===== src/hdl/cva_pkg.sv =====
// cva_pkg: shared constants, types and the arctangent table for the
// vectoring angle pipeline; used by every module under hdl, no dependencies
package cva_pkg;

  localparam int IN_WIDTH_DEF   = 16;
  localparam int ITERATIONS_DEF = 16;
  localparam int GUARD_BITS_DEF = 4;
  localparam int ANGLE_WIDTH    = 24;
  localparam int TABLE_DEPTH    = 16;

  localparam logic signed [ANGLE_WIDTH-1:0] PI_POS = 24'sd6588397;
  localparam logic signed [ANGLE_WIDTH-1:0] PI_NEG = -24'sd6588398;

  typedef enum logic [1:0] {
    CORR_NONE,
    CORR_POS,
    CORR_NEG
  } corr_t;

  // atan(2^-i) with 21 fractional bits, floored except entries 14 and 15 (rounded up)
  function automatic logic signed [ANGLE_WIDTH-1:0] atan_val(input logic [3:0] idx);
    logic signed [ANGLE_WIDTH-1:0] v;
    unique case (idx)
      4'd0:    v = 24'sd1647099;
      4'd1:    v = 24'sd972339;
      4'd2:    v = 24'sd513757;
      4'd3:    v = 24'sd260791;
      4'd4:    v = 24'sd130901;
      4'd5:    v = 24'sd65514;
      4'd6:    v = 24'sd32765;
      4'd7:    v = 24'sd16383;
      4'd8:    v = 24'sd8191;
      4'd9:    v = 24'sd4095;
      4'd10:   v = 24'sd2047;
      4'd11:   v = 24'sd1023;
      4'd12:   v = 24'sd511;
      4'd13:   v = 24'sd255;
      4'd14:   v = 24'sd128;
      4'd15:   v = 24'sd64;
      default: v = '0;
    endcase
    return v;
  endfunction

  function automatic logic signed [ANGLE_WIDTH-1:0] corr_val(input corr_t c);
    logic signed [ANGLE_WIDTH-1:0] v;
    unique case (c)
      CORR_POS: v = PI_POS;
      CORR_NEG: v = PI_NEG;
      default:  v = '0;
    endcase
    return v;
  endfunction

endpackage


===== src/hdl/cva_prep.sv =====
// cva_prep: input stage, folds vectors with negative x into the right half plane
// and records the pi correction; depends on cva_pkg
module cva_prep #(
  parameter int IN_WIDTH   = cva_pkg::IN_WIDTH_DEF,
  parameter int GUARD_BITS = cva_pkg::GUARD_BITS_DEF
) (
  input  logic                                  clk,
  input  logic                                  rst_n,
  input  logic                                  en,
  input  logic                                  valid_i,
  input  logic signed [IN_WIDTH-1:0]            y_i,
  input  logic signed [IN_WIDTH-1:0]            x_i,
  output logic                                  valid_o,
  output logic signed [IN_WIDTH+GUARD_BITS-1:0] x_o,
  output logic signed [IN_WIDTH+GUARD_BITS-1:0] y_o,
  output cva_pkg::corr_t                        corr_o
);

  localparam int ACC_WIDTH = IN_WIDTH + GUARD_BITS;

  logic signed [ACC_WIDTH-1:0] x_ext;
  logic signed [ACC_WIDTH-1:0] y_ext;
  logic                        valid_r;
  logic signed [ACC_WIDTH-1:0] x_r, x_nxt;
  logic signed [ACC_WIDTH-1:0] y_r, y_nxt;
  cva_pkg::corr_t              corr_r, corr_nxt;

  assign x_ext = {{GUARD_BITS{x_i[IN_WIDTH-1]}}, x_i};
  assign y_ext = {{GUARD_BITS{y_i[IN_WIDTH-1]}}, y_i};

  always_comb begin
    if (x_i[IN_WIDTH-1]) begin
      x_nxt    = -x_ext;
      y_nxt    = -y_ext;
      corr_nxt = y_i[IN_WIDTH-1] ? cva_pkg::CORR_NEG : cva_pkg::CORR_POS;
    end else begin
      x_nxt    = x_ext;
      y_nxt    = y_ext;
      corr_nxt = cva_pkg::CORR_NONE;
    end
  end

  always_ff @(posedge clk) begin
    if (!rst_n) begin
      valid_r <= 1'b0;
    end else if (en) begin
      valid_r <= valid_i;
    end
  end

  always_ff @(posedge clk) begin
    if (en) begin
      x_r    <= x_nxt;
      y_r    <= y_nxt;
      corr_r <= corr_nxt;
    end
  end

  assign valid_o = valid_r;
  assign x_o     = x_r;
  assign y_o     = y_r;
  assign corr_o  = corr_r;

endmodule


===== src/hdl/cva_cell.sv =====
// cva_cell: one vectoring rotation step with its output register
// depends on cva_pkg for the arctangent table and correction type
module cva_cell #(
  parameter int ACC_WIDTH = cva_pkg::IN_WIDTH_DEF + cva_pkg::GUARD_BITS_DEF,
  parameter int STAGE     = 0
) (
  input  logic                                   clk,
  input  logic                                   rst_n,
  input  logic                                   en,
  input  logic                                   valid_i,
  input  logic signed [ACC_WIDTH-1:0]            x_i,
  input  logic signed [ACC_WIDTH-1:0]            y_i,
  input  logic signed [cva_pkg::ANGLE_WIDTH-1:0] z_i,
  input  cva_pkg::corr_t                         corr_i,
  output logic                                   valid_o,
  output logic signed [ACC_WIDTH-1:0]            x_o,
  output logic signed [ACC_WIDTH-1:0]            y_o,
  output logic signed [cva_pkg::ANGLE_WIDTH-1:0] z_o,
  output cva_pkg::corr_t                         corr_o
);

  localparam logic signed [cva_pkg::ANGLE_WIDTH-1:0] ATAN = cva_pkg::atan_val(4'(STAGE));

  logic signed [ACC_WIDTH-1:0]            xs;
  logic signed [ACC_WIDTH-1:0]            ys;
  logic                                   valid_r;
  logic signed [ACC_WIDTH-1:0]            x_r, x_nxt;
  logic signed [ACC_WIDTH-1:0]            y_r, y_nxt;
  logic signed [cva_pkg::ANGLE_WIDTH-1:0] z_r, z_nxt;
  cva_pkg::corr_t                         corr_r;

  assign xs = x_i >>> STAGE;
  assign ys = y_i >>> STAGE;

  always_comb begin
    if (!y_i[ACC_WIDTH-1]) begin
      x_nxt = x_i + ys;
      y_nxt = y_i - xs;
      z_nxt = z_i + ATAN;
    end else begin
      x_nxt = x_i - ys;
      y_nxt = y_i + xs;
      z_nxt = z_i - ATAN;
    end
  end

  always_ff @(posedge clk) begin
    if (!rst_n) begin
      valid_r <= 1'b0;
    end else if (en) begin
      valid_r <= valid_i;
    end
  end

  always_ff @(posedge clk) begin
    if (en) begin
      x_r    <= x_nxt;
      y_r    <= y_nxt;
      z_r    <= z_nxt;
      corr_r <= corr_i;
    end
  end

  assign valid_o = valid_r;
  assign x_o     = x_r;
  assign y_o     = y_r;
  assign z_o     = z_r;
  assign corr_o  = corr_r;

endmodule


===== src/hdl/cordic_vector_angle.sv =====
// cordic_vector_angle: atan2 of a vector by a chain of vectoring rotation cells
// depends on cva_pkg, cva_prep and cva_cell
//
//   channel   ports                                   direction
//   input     in_valid in_ready in_y_component        into block
//             in_x_component
//   result    out_valid out_ready out_angle           out of block
//
// one item per cycle sustained while results are accepted; the path registers are the
// fold stage, one register per rotation cell and the final correction add
// the whole chain advances together; it holds while a result waits unaccepted
// reset clears only the valid bits of every stage
module cordic_vector_angle #(
  parameter int IN_WIDTH   = cva_pkg::IN_WIDTH_DEF,
  parameter int ITERATIONS = cva_pkg::ITERATIONS_DEF,
  parameter int GUARD_BITS = cva_pkg::GUARD_BITS_DEF
) (
  input  logic                                   clk,
  input  logic                                   rst_n,
  input  logic                                   in_valid,
  output logic                                   in_ready,
  input  logic signed [IN_WIDTH-1:0]             in_y_component,
  input  logic signed [IN_WIDTH-1:0]             in_x_component,
  output logic                                   out_valid,
  input  logic                                   out_ready,
  output logic signed [cva_pkg::ANGLE_WIDTH-1:0] out_angle
);

  localparam int ACC_WIDTH = IN_WIDTH + GUARD_BITS;

  logic                                   en;
  logic                                   v_s    [0:ITERATIONS];
  logic signed [ACC_WIDTH-1:0]            x_s    [0:ITERATIONS];
  logic signed [ACC_WIDTH-1:0]            y_s    [0:ITERATIONS];
  logic signed [cva_pkg::ANGLE_WIDTH-1:0] z_s    [0:ITERATIONS];
  cva_pkg::corr_t                         corr_s [0:ITERATIONS];

  logic                                   out_valid_r;
  logic signed [cva_pkg::ANGLE_WIDTH-1:0] angle_r, angle_nxt;

  assign en       = !out_valid_r || out_ready;
  assign in_ready = en;

  cva_prep #(
    .IN_WIDTH   (IN_WIDTH),
    .GUARD_BITS (GUARD_BITS)
  ) u_prep (
    .clk     (clk),
    .rst_n   (rst_n),
    .en      (en),
    .valid_i (in_valid),
    .y_i     (in_y_component),
    .x_i     (in_x_component),
    .valid_o (v_s[0]),
    .x_o     (x_s[0]),
    .y_o     (y_s[0]),
    .corr_o  (corr_s[0])
  );

  assign z_s[0] = '0;

  for (genvar g = 0; g < ITERATIONS; g++) begin : g_cell
    cva_cell #(
      .ACC_WIDTH (ACC_WIDTH),
      .STAGE     (g)
    ) u_cell (
      .clk     (clk),
      .rst_n   (rst_n),
      .en      (en),
      .valid_i (v_s[g]),
      .x_i     (x_s[g]),
      .y_i     (y_s[g]),
      .z_i     (z_s[g]),
      .corr_i  (corr_s[g]),
      .valid_o (v_s[g+1]),
      .x_o     (x_s[g+1]),
      .y_o     (y_s[g+1]),
      .z_o     (z_s[g+1]),
      .corr_o  (corr_s[g+1])
    );
  end

  assign angle_nxt = z_s[ITERATIONS] + cva_pkg::corr_val(corr_s[ITERATIONS]);

  always_ff @(posedge clk) begin
    if (!rst_n) begin
      out_valid_r <= 1'b0;
    end else if (en) begin
      out_valid_r <= v_s[ITERATIONS];
    end
  end

  always_ff @(posedge clk) begin
    if (en) begin
      angle_r <= angle_nxt;
    end
  end

  assign out_valid = out_valid_r;
  assign out_angle = angle_r;

endmodule

===== config.mk =====
export PLATFORM = sky130hd
export DESIGN_NAME = cordic_vector_angle
export DESIGN_NICKNAME = d
export VERILOG_FILES = /design/src/hdl/cva_pkg.sv /design/src/hdl/cva_prep.sv /design/src/hdl/cva_cell.sv /design/src/hdl/cordic_vector_angle.sv
export SDC_FILE = /design/constraint.sdc
export NUM_CORES = 2
export LEC_CHECK = 0
export ABC_AREA = 1
export BUFFER_PORTS_ARGS = -buffer_cell sky130_fd_sc_hd__clkbuf_2
export CORE_ASPECT_RATIO = 1.2
export CORE_MARGIN = 1
export CORE_UTILIZATION = 50
export DETAILED_ROUTE_END_ITERATION = 10
export GPL_ROUTABILITY_DRIVEN = 0
export HOLD_SLACK_MARGIN = 0.15
export PLACE_DENSITY = 0.68
export REMOVE_ABC_BUFFERS = 1
export SLEW_MARGIN = 20
export SYNTH_ARGS = -nofsm -noshare
export SYNTH_HDL_FRONTEND = slang
export SYNTH_SLANG_ARGS = --single-unit

===== constraint.sdc =====
create_clock -name clk -period 39.3 [get_ports clk]
set_input_delay 1.965 -clock clk [delete_from_list [all_inputs] [get_ports clk]]
set_output_delay 1.965 -clock clk [all_outputs]
set_load 0.03 [all_outputs]

After elaboration in Yosys (flattened, before gate mapping)
Index checks and enable logic that the tools add are counted.
{"block": "word_totals", "ff_bits": 1080, "inputBits": 36, "out_inout_bits": 26, "elab_cells": 227}
{"block": "op_classes", "add_sub_neg": 90, "n_eq_ne": 2, "muxes": 49, "reduce_logical": 2}
{"cell": "20-bit 2-to-1 mux", "n": 30}
{"cell": "24-bit 2-to-1 mux", "n": 16}
{"cell": "24-bit by 9-bit adder with 24-bit output (second input constant)", "n": 2}
{"cell": "24-bit case mux with 2 select lines", "n": 1}
{"cell": "24-bit by 9-bit subtractor with 24-bit output (second input constant)", "n": 2}
{"cell": "20-bit by 10-bit adder with 20-bit output", "n": 2}
{"cell": "20-bit by 11-bit adder with 20-bit output", "n": 2}
{"cell": "20-bit by 12-bit adder with 20-bit output", "n": 2}
{"cell": "20-bit by 13-bit adder with 20-bit output", "n": 2}
{"cell": "20-bit by 14-bit adder with 20-bit output", "n": 2}
{"cell": "20-bit by 15-bit adder with 20-bit output", "n": 2}
{"cell": "20-bit by 16-bit adder with 20-bit output", "n": 2}
{"cell": "20-bit by 17-bit adder with 20-bit output", "n": 2}
{"cell": "20-bit by 18-bit adder with 20-bit output", "n": 2}
{"cell": "20-bit by 19-bit adder with 20-bit output", "n": 2}
{"cell": "20-bit by 7-bit adder with 20-bit output", "n": 2}
{"cell": "20-bit by 8-bit adder with 20-bit output", "n": 2}
{"cell": "20-bit by 9-bit adder with 20-bit output", "n": 2}
{"cell": "16-bit negator with 20-bit output", "n": 2}
{"cell": "20-bit by 10-bit subtractor with 20-bit output", "n": 2}
{"cell": "20-bit by 11-bit subtractor with 20-bit output", "n": 2}
{"cell": "20-bit by 12-bit subtractor with 20-bit output", "n": 2}
{"cell": "20-bit by 13-bit subtractor with 20-bit output", "n": 2}
{"cell": "20-bit by 14-bit subtractor with 20-bit output", "n": 2}
{"cell": "45 further kinds", "n": 54}

Logic depth before layout (Yosys ltp)
{"block": "depth", "depth_word": 3, "ltp_mapped": 21}

Modules after synthesis
From an unflattened synthesis, not the netlist that was laid out.
{"block": "hier_totals", "hier_cells": 16359, "hier_area_um2": 111413.1}
{"module": "cva_cell at g_cell[0].u_cell", "instances": 1, "cells_per_inst": 1054, "area_per_inst_um2": 7247.0}
{"module": "cva_cell at g_cell[1].u_cell", "instances": 1, "cells_per_inst": 1045, "area_per_inst_um2": 7004.2}
{"module": "cva_cell at g_cell[2].u_cell", "instances": 1, "cells_per_inst": 1048, "area_per_inst_um2": 6993.0}
{"module": "cva_cell at g_cell[4].u_cell", "instances": 1, "cells_per_inst": 1045, "area_per_inst_um2": 6906.6}
{"module": "cva_cell at g_cell[3].u_cell", "instances": 1, "cells_per_inst": 1025, "area_per_inst_um2": 6855.3}
{"module": "cva_cell at g_cell[6].u_cell", "instances": 1, "cells_per_inst": 1013, "area_per_inst_um2": 6821.5}
{"module": "cva_cell at g_cell[7].u_cell", "instances": 1, "cells_per_inst": 1008, "area_per_inst_um2": 6785.3}
{"module": "cva_cell at g_cell[5].u_cell", "instances": 1, "cells_per_inst": 1014, "area_per_inst_um2": 6740.2}
{"module": "cva_cell at g_cell[10].u_cell", "instances": 1, "cells_per_inst": 967, "area_per_inst_um2": 6636.4}
{"module": "cva_cell at g_cell[9].u_cell", "instances": 1, "cells_per_inst": 985, "area_per_inst_um2": 6628.9}
{"module": "cva_cell at g_cell[8].u_cell", "instances": 1, "cells_per_inst": 980, "area_per_inst_um2": 6605.1}
{"module": "cva_cell at g_cell[11].u_cell", "instances": 1, "cells_per_inst": 984, "area_per_inst_um2": 6578.8}
{"module": "cva_cell at g_cell[13].u_cell", "instances": 1, "cells_per_inst": 978, "area_per_inst_um2": 6563.8}
{"module": "cva_cell at g_cell[12].u_cell", "instances": 1, "cells_per_inst": 979, "area_per_inst_um2": 6547.5}
{"module": "4 more rows"}

Worst setup path before layout
No wires, ideal clock.
{"block": "synth_path", "path_kind": "input port to output port", "from": "in out_ready", "to": "out in_ready", "arrival_time_ns": 13.695, "path_slack_ns": 23.640, "path_stages": 3, "path_buffers": 1, "cell_sequence": "nor2_2 -> clkinv_1 -> buf_2"}
{"block": "synth_between", "elab_chain_cells": 1}
{"item": "start, declared", "line_no": "cordic_vector_angle.sv:25", "text": "input logic out_ready,"}
{"item": "1-bit logical OR", "line_no": "cordic_vector_angle.sv:41", "text": "assign en = !out_valid_r || out_ready;"}
{"item": "end, declared", "line_no": "cordic_vector_angle.sv:21", "text": "output logic in_ready,"}
No other way between the ends.

Worst setup path after layout
Ends and elaborated chain as after synthesis.

==> flow_summary_export.csv <==
group,metric,value,unit
run_status,outcome,"finished, final reports clean",
drt,routed_via_density,5.608,
setup_path,criticalPathCategory,"input port to output port",
setup_path,cp_max_fo,88,
drt,routed-via-count,79080,
logic_synthesis,synth_edf_count,989,
global_route,gr-total-overflow,0,
timing,hold_violations,0,
worst_hold_path,hold_path.class,"register to register",
cts,insertion_delay,0.78,ns
cts,cts_buffer_depth,3,
drt,ant_nets,0,
placed_design,dp_hpwl,192.3,mm
global_route,antenna_found_initial,5,
drt,drtPass1Iterations,9,
setup_path,timing.rr.start,"g_cell[10].u_cell.y_o[19]",
timing,maxSlewViolCount,0,
drt,wl_per_cell,16.83,um
timing,finalSetupTns,0,ns
setup_path,crit_required,37.33,ns
die,die_area,180000,sq um
setup_path,arrival,3.34,ns
logic_synthesis,seq_area_frac_synth,33.71,%
logic_synthesis,synth_top_family_by_area,"simple AND/OR/NAND/NOR gates",
global_route,grt_max_degree,168,
drt,wl,237.3,mm
cts,hold_buffers,0,
timing,period_share,13.50,%
logic_synthesis,yosys_warnings,0,
finish,final_cell_area,95990,sq um
die,initial_core_util,50.38,%
setup_path,r2r_end,"g_cell[11].u_cell.y_o[18]",
cts,cts_max_level,3,
die,fp-row-count,169,
finish,final_layout_size_suffix_gt1_share,3.936,%
finish,final_common_cell,"nand2_1",
logic_synthesis,synth-simple-area-share,25.27,%
logic_synthesis,ys_ff_latch,1007,
logic_synthesis,synthXorXnorAreaFrac,8.544,%
setup_path,reg2reg_slack,34.30,ns
timing,fin_skew,0.07763,ns
run,max_cap_violations,0,
logic_synthesis,syn_area,89170,sq um
timing,rsz0062_at_grt,"false",
cts,path_clk_slew,0.06,ns
logic_synthesis,synthAdderAreaFrac,14.21,%
die,io_pins,62,
logic_synthesis,muxShareOfSynthArea,0.01123,%
cts,clkSinkCount,1007,
setup_path,crit_start,"out_ready",
global_route,grt_pass1_vias,77320,
timing,tightest_slew,1.083,ns
logic_synthesis,netlist_instances,11560,
finish,areaGrowthSynthToFinish,7.657,%
setup_path,start_kind,"input port",
finish,nets,12720,
finish,final_cell_mix,"nand2_1 (2,790), inv_1 (1,324), nor2_1 (1,230)",
die,dieWidth,387.5,um
cts,postCtsResizedCells,0,
die,die_y,464.6,um
cts,cts_tree,"yes",
logic_synthesis,async_flop_share,0,%
logic_synthesis,synth_ff_type,"edfxtp_1",
cts,cts-root-buf,"clkbuf_16",
drt,drcViolationCount,0,
setup_path,critPathCapture,"in_ready",
global_route,grt_usage,25.82,%
drt,drtIter0Drc,5393,
timing,layout_min_cycle_time,5.304,ns
placed_design,port_buffers,61,
timing,finalSetupViolations,0,
logic_synthesis,synth_compound_area_share,12.06,%
logic_synthesis,synth_area_per_cell,7.711,sq um
timing,slew_headroom,27.77,%
setup_path,ff2ff_path_depth,13,
global_route,grt_first_pass_wirelength,381.9,mm
setup_path,cp-end-kind,"output port",
placed_design,postPlaceCellArea,92180,sq um
cts,cts_setup_buffers,0,
die,core-area,177000,sq um
logic_synthesis,synth_cell_types,61,
timing,max_freq,0.1885,GHz
cts,cts_buffers,113,
## layout make-up
cell class,count,area [sq um]
fill,16400,80990
multi-input combinational,9129,53600
sequential,1007,30060
inverter,1349,5071
tap,2308,2888
clock buffer,127,2880
clock inverter,84,915.9
timing repair buffer,92,566.8
antenna,5,12.51
## routing by layer
layer	track usage [%]	up-vias	wire length (um)	part of all wire [%]
met5	0	-	0	0
met4	16.16	0	15300	6.4
met3	2.699	827	10270	4.3
met2	49.00	2493	123100	52
met1	27.03	36330	88650	37
li1	-	39420	-	-
## sequential cells by signal, indices dropped and copies added (netlist names)
name	flops
g_cell.u_cell.z_o	345
g_cell.u_cell.y_o	281
g_cell.u_cell.x_o	265
g_cell.u_cell.corr_o	32
out_angle	24
u_prep.x_o	20
u_prep.y_o	20
g_cell.u_cell.valid_o	16
u_prep.corr_o	2
out_valid	1
u_prep.valid_o	1
## cells in the mapped netlist, types with 52 or more instances
cell type	count	area, sq um
nand2_1	2790	10470
inv_1	1324	4970
nor2_1	1230	4617
edfxtp_1	989	29700
ha_1	950	11890
a21oi_1	911	4559
nand3_1	746	3734
xor2_1	673	5894
o21ai_0	458	2292
nor3_1	236	1181
xnor2_1	195	1708
nand4_1	111	694.4
a21o_1	108	810.8
o21bai_1	89	668.1
o21ai_1	85	425.4
a21boi_0	58	435.4
nand3b_1	52	390.4
## worst min path at each step
stage | start | slack [ns] | cells after the start | endpoint
2_1_floorplan | u_prep.corr_o[0] | 0.40 | 0 | g_cell[0].u_cell.corr_o[0]
3_5_place_dp | g_cell[9].u_cell.corr_o[0] | 0.40 | 0 | g_cell[10].u_cell.corr_o[0]
5_1_grt | g_cell[7].u_cell.corr_o[0] | 0.41 | 0 | g_cell[8].u_cell.corr_o[0]
4_1_cts | g_cell[7].u_cell.corr_o[0] | 0.42 | 0 | g_cell[8].u_cell.corr_o[0]
6_report | g_cell[7].u_cell.corr_o[0] | 0.41 | 0 | g_cell[8].u_cell.corr_o[0]
3_3_place_gp | g_cell[10].u_cell.corr_o[1] | 0.40 | 0 | g_cell[11].u_cell.corr_o[1]
## kinds of logic (layout without fill, tap and decap cells)
| family | count (synthesis) | after routing |
|---|---|---|
| compound gates | 1911 | 1911 |
| xor+xnor | 869 | 869 |
| fa+ha+maj | 989 | 989 |
| buf+inv | 1431 | 1652 |
| flops | 1007 | 1007 |
| mux | 1 | 1 |
| other cells | 1 | 9 |
| simple gates | 5355 | 5355 |
## through the flow
step | utilization, % | std cells | setup slack [ns] | hold slack, ns
CTS | 54.23 | 14100 | 33.94 | 0.4165
global placement | 52.08 | 13890 | 33.65 | 0.4005
detailed placement | 52.08 | 13890 | 33.58 | 0.4045
global route | 54.24 | 14100 | 33.83 | 0.4136
floorplan | - | 11490 | 10.96 | 0.4003
finish | 54.24 | 14100 | 34.00 | 0.4107
## critical path, stage by stage
cell and delay [ns]:
clkbuf_2 0.09, nor2_2 0.57, inv_8 0.37, clkbuf_2 0.32
Power is not shown: default switching activity piles up to over one toggle a cycle in this logic, so the estimate is an artifact.
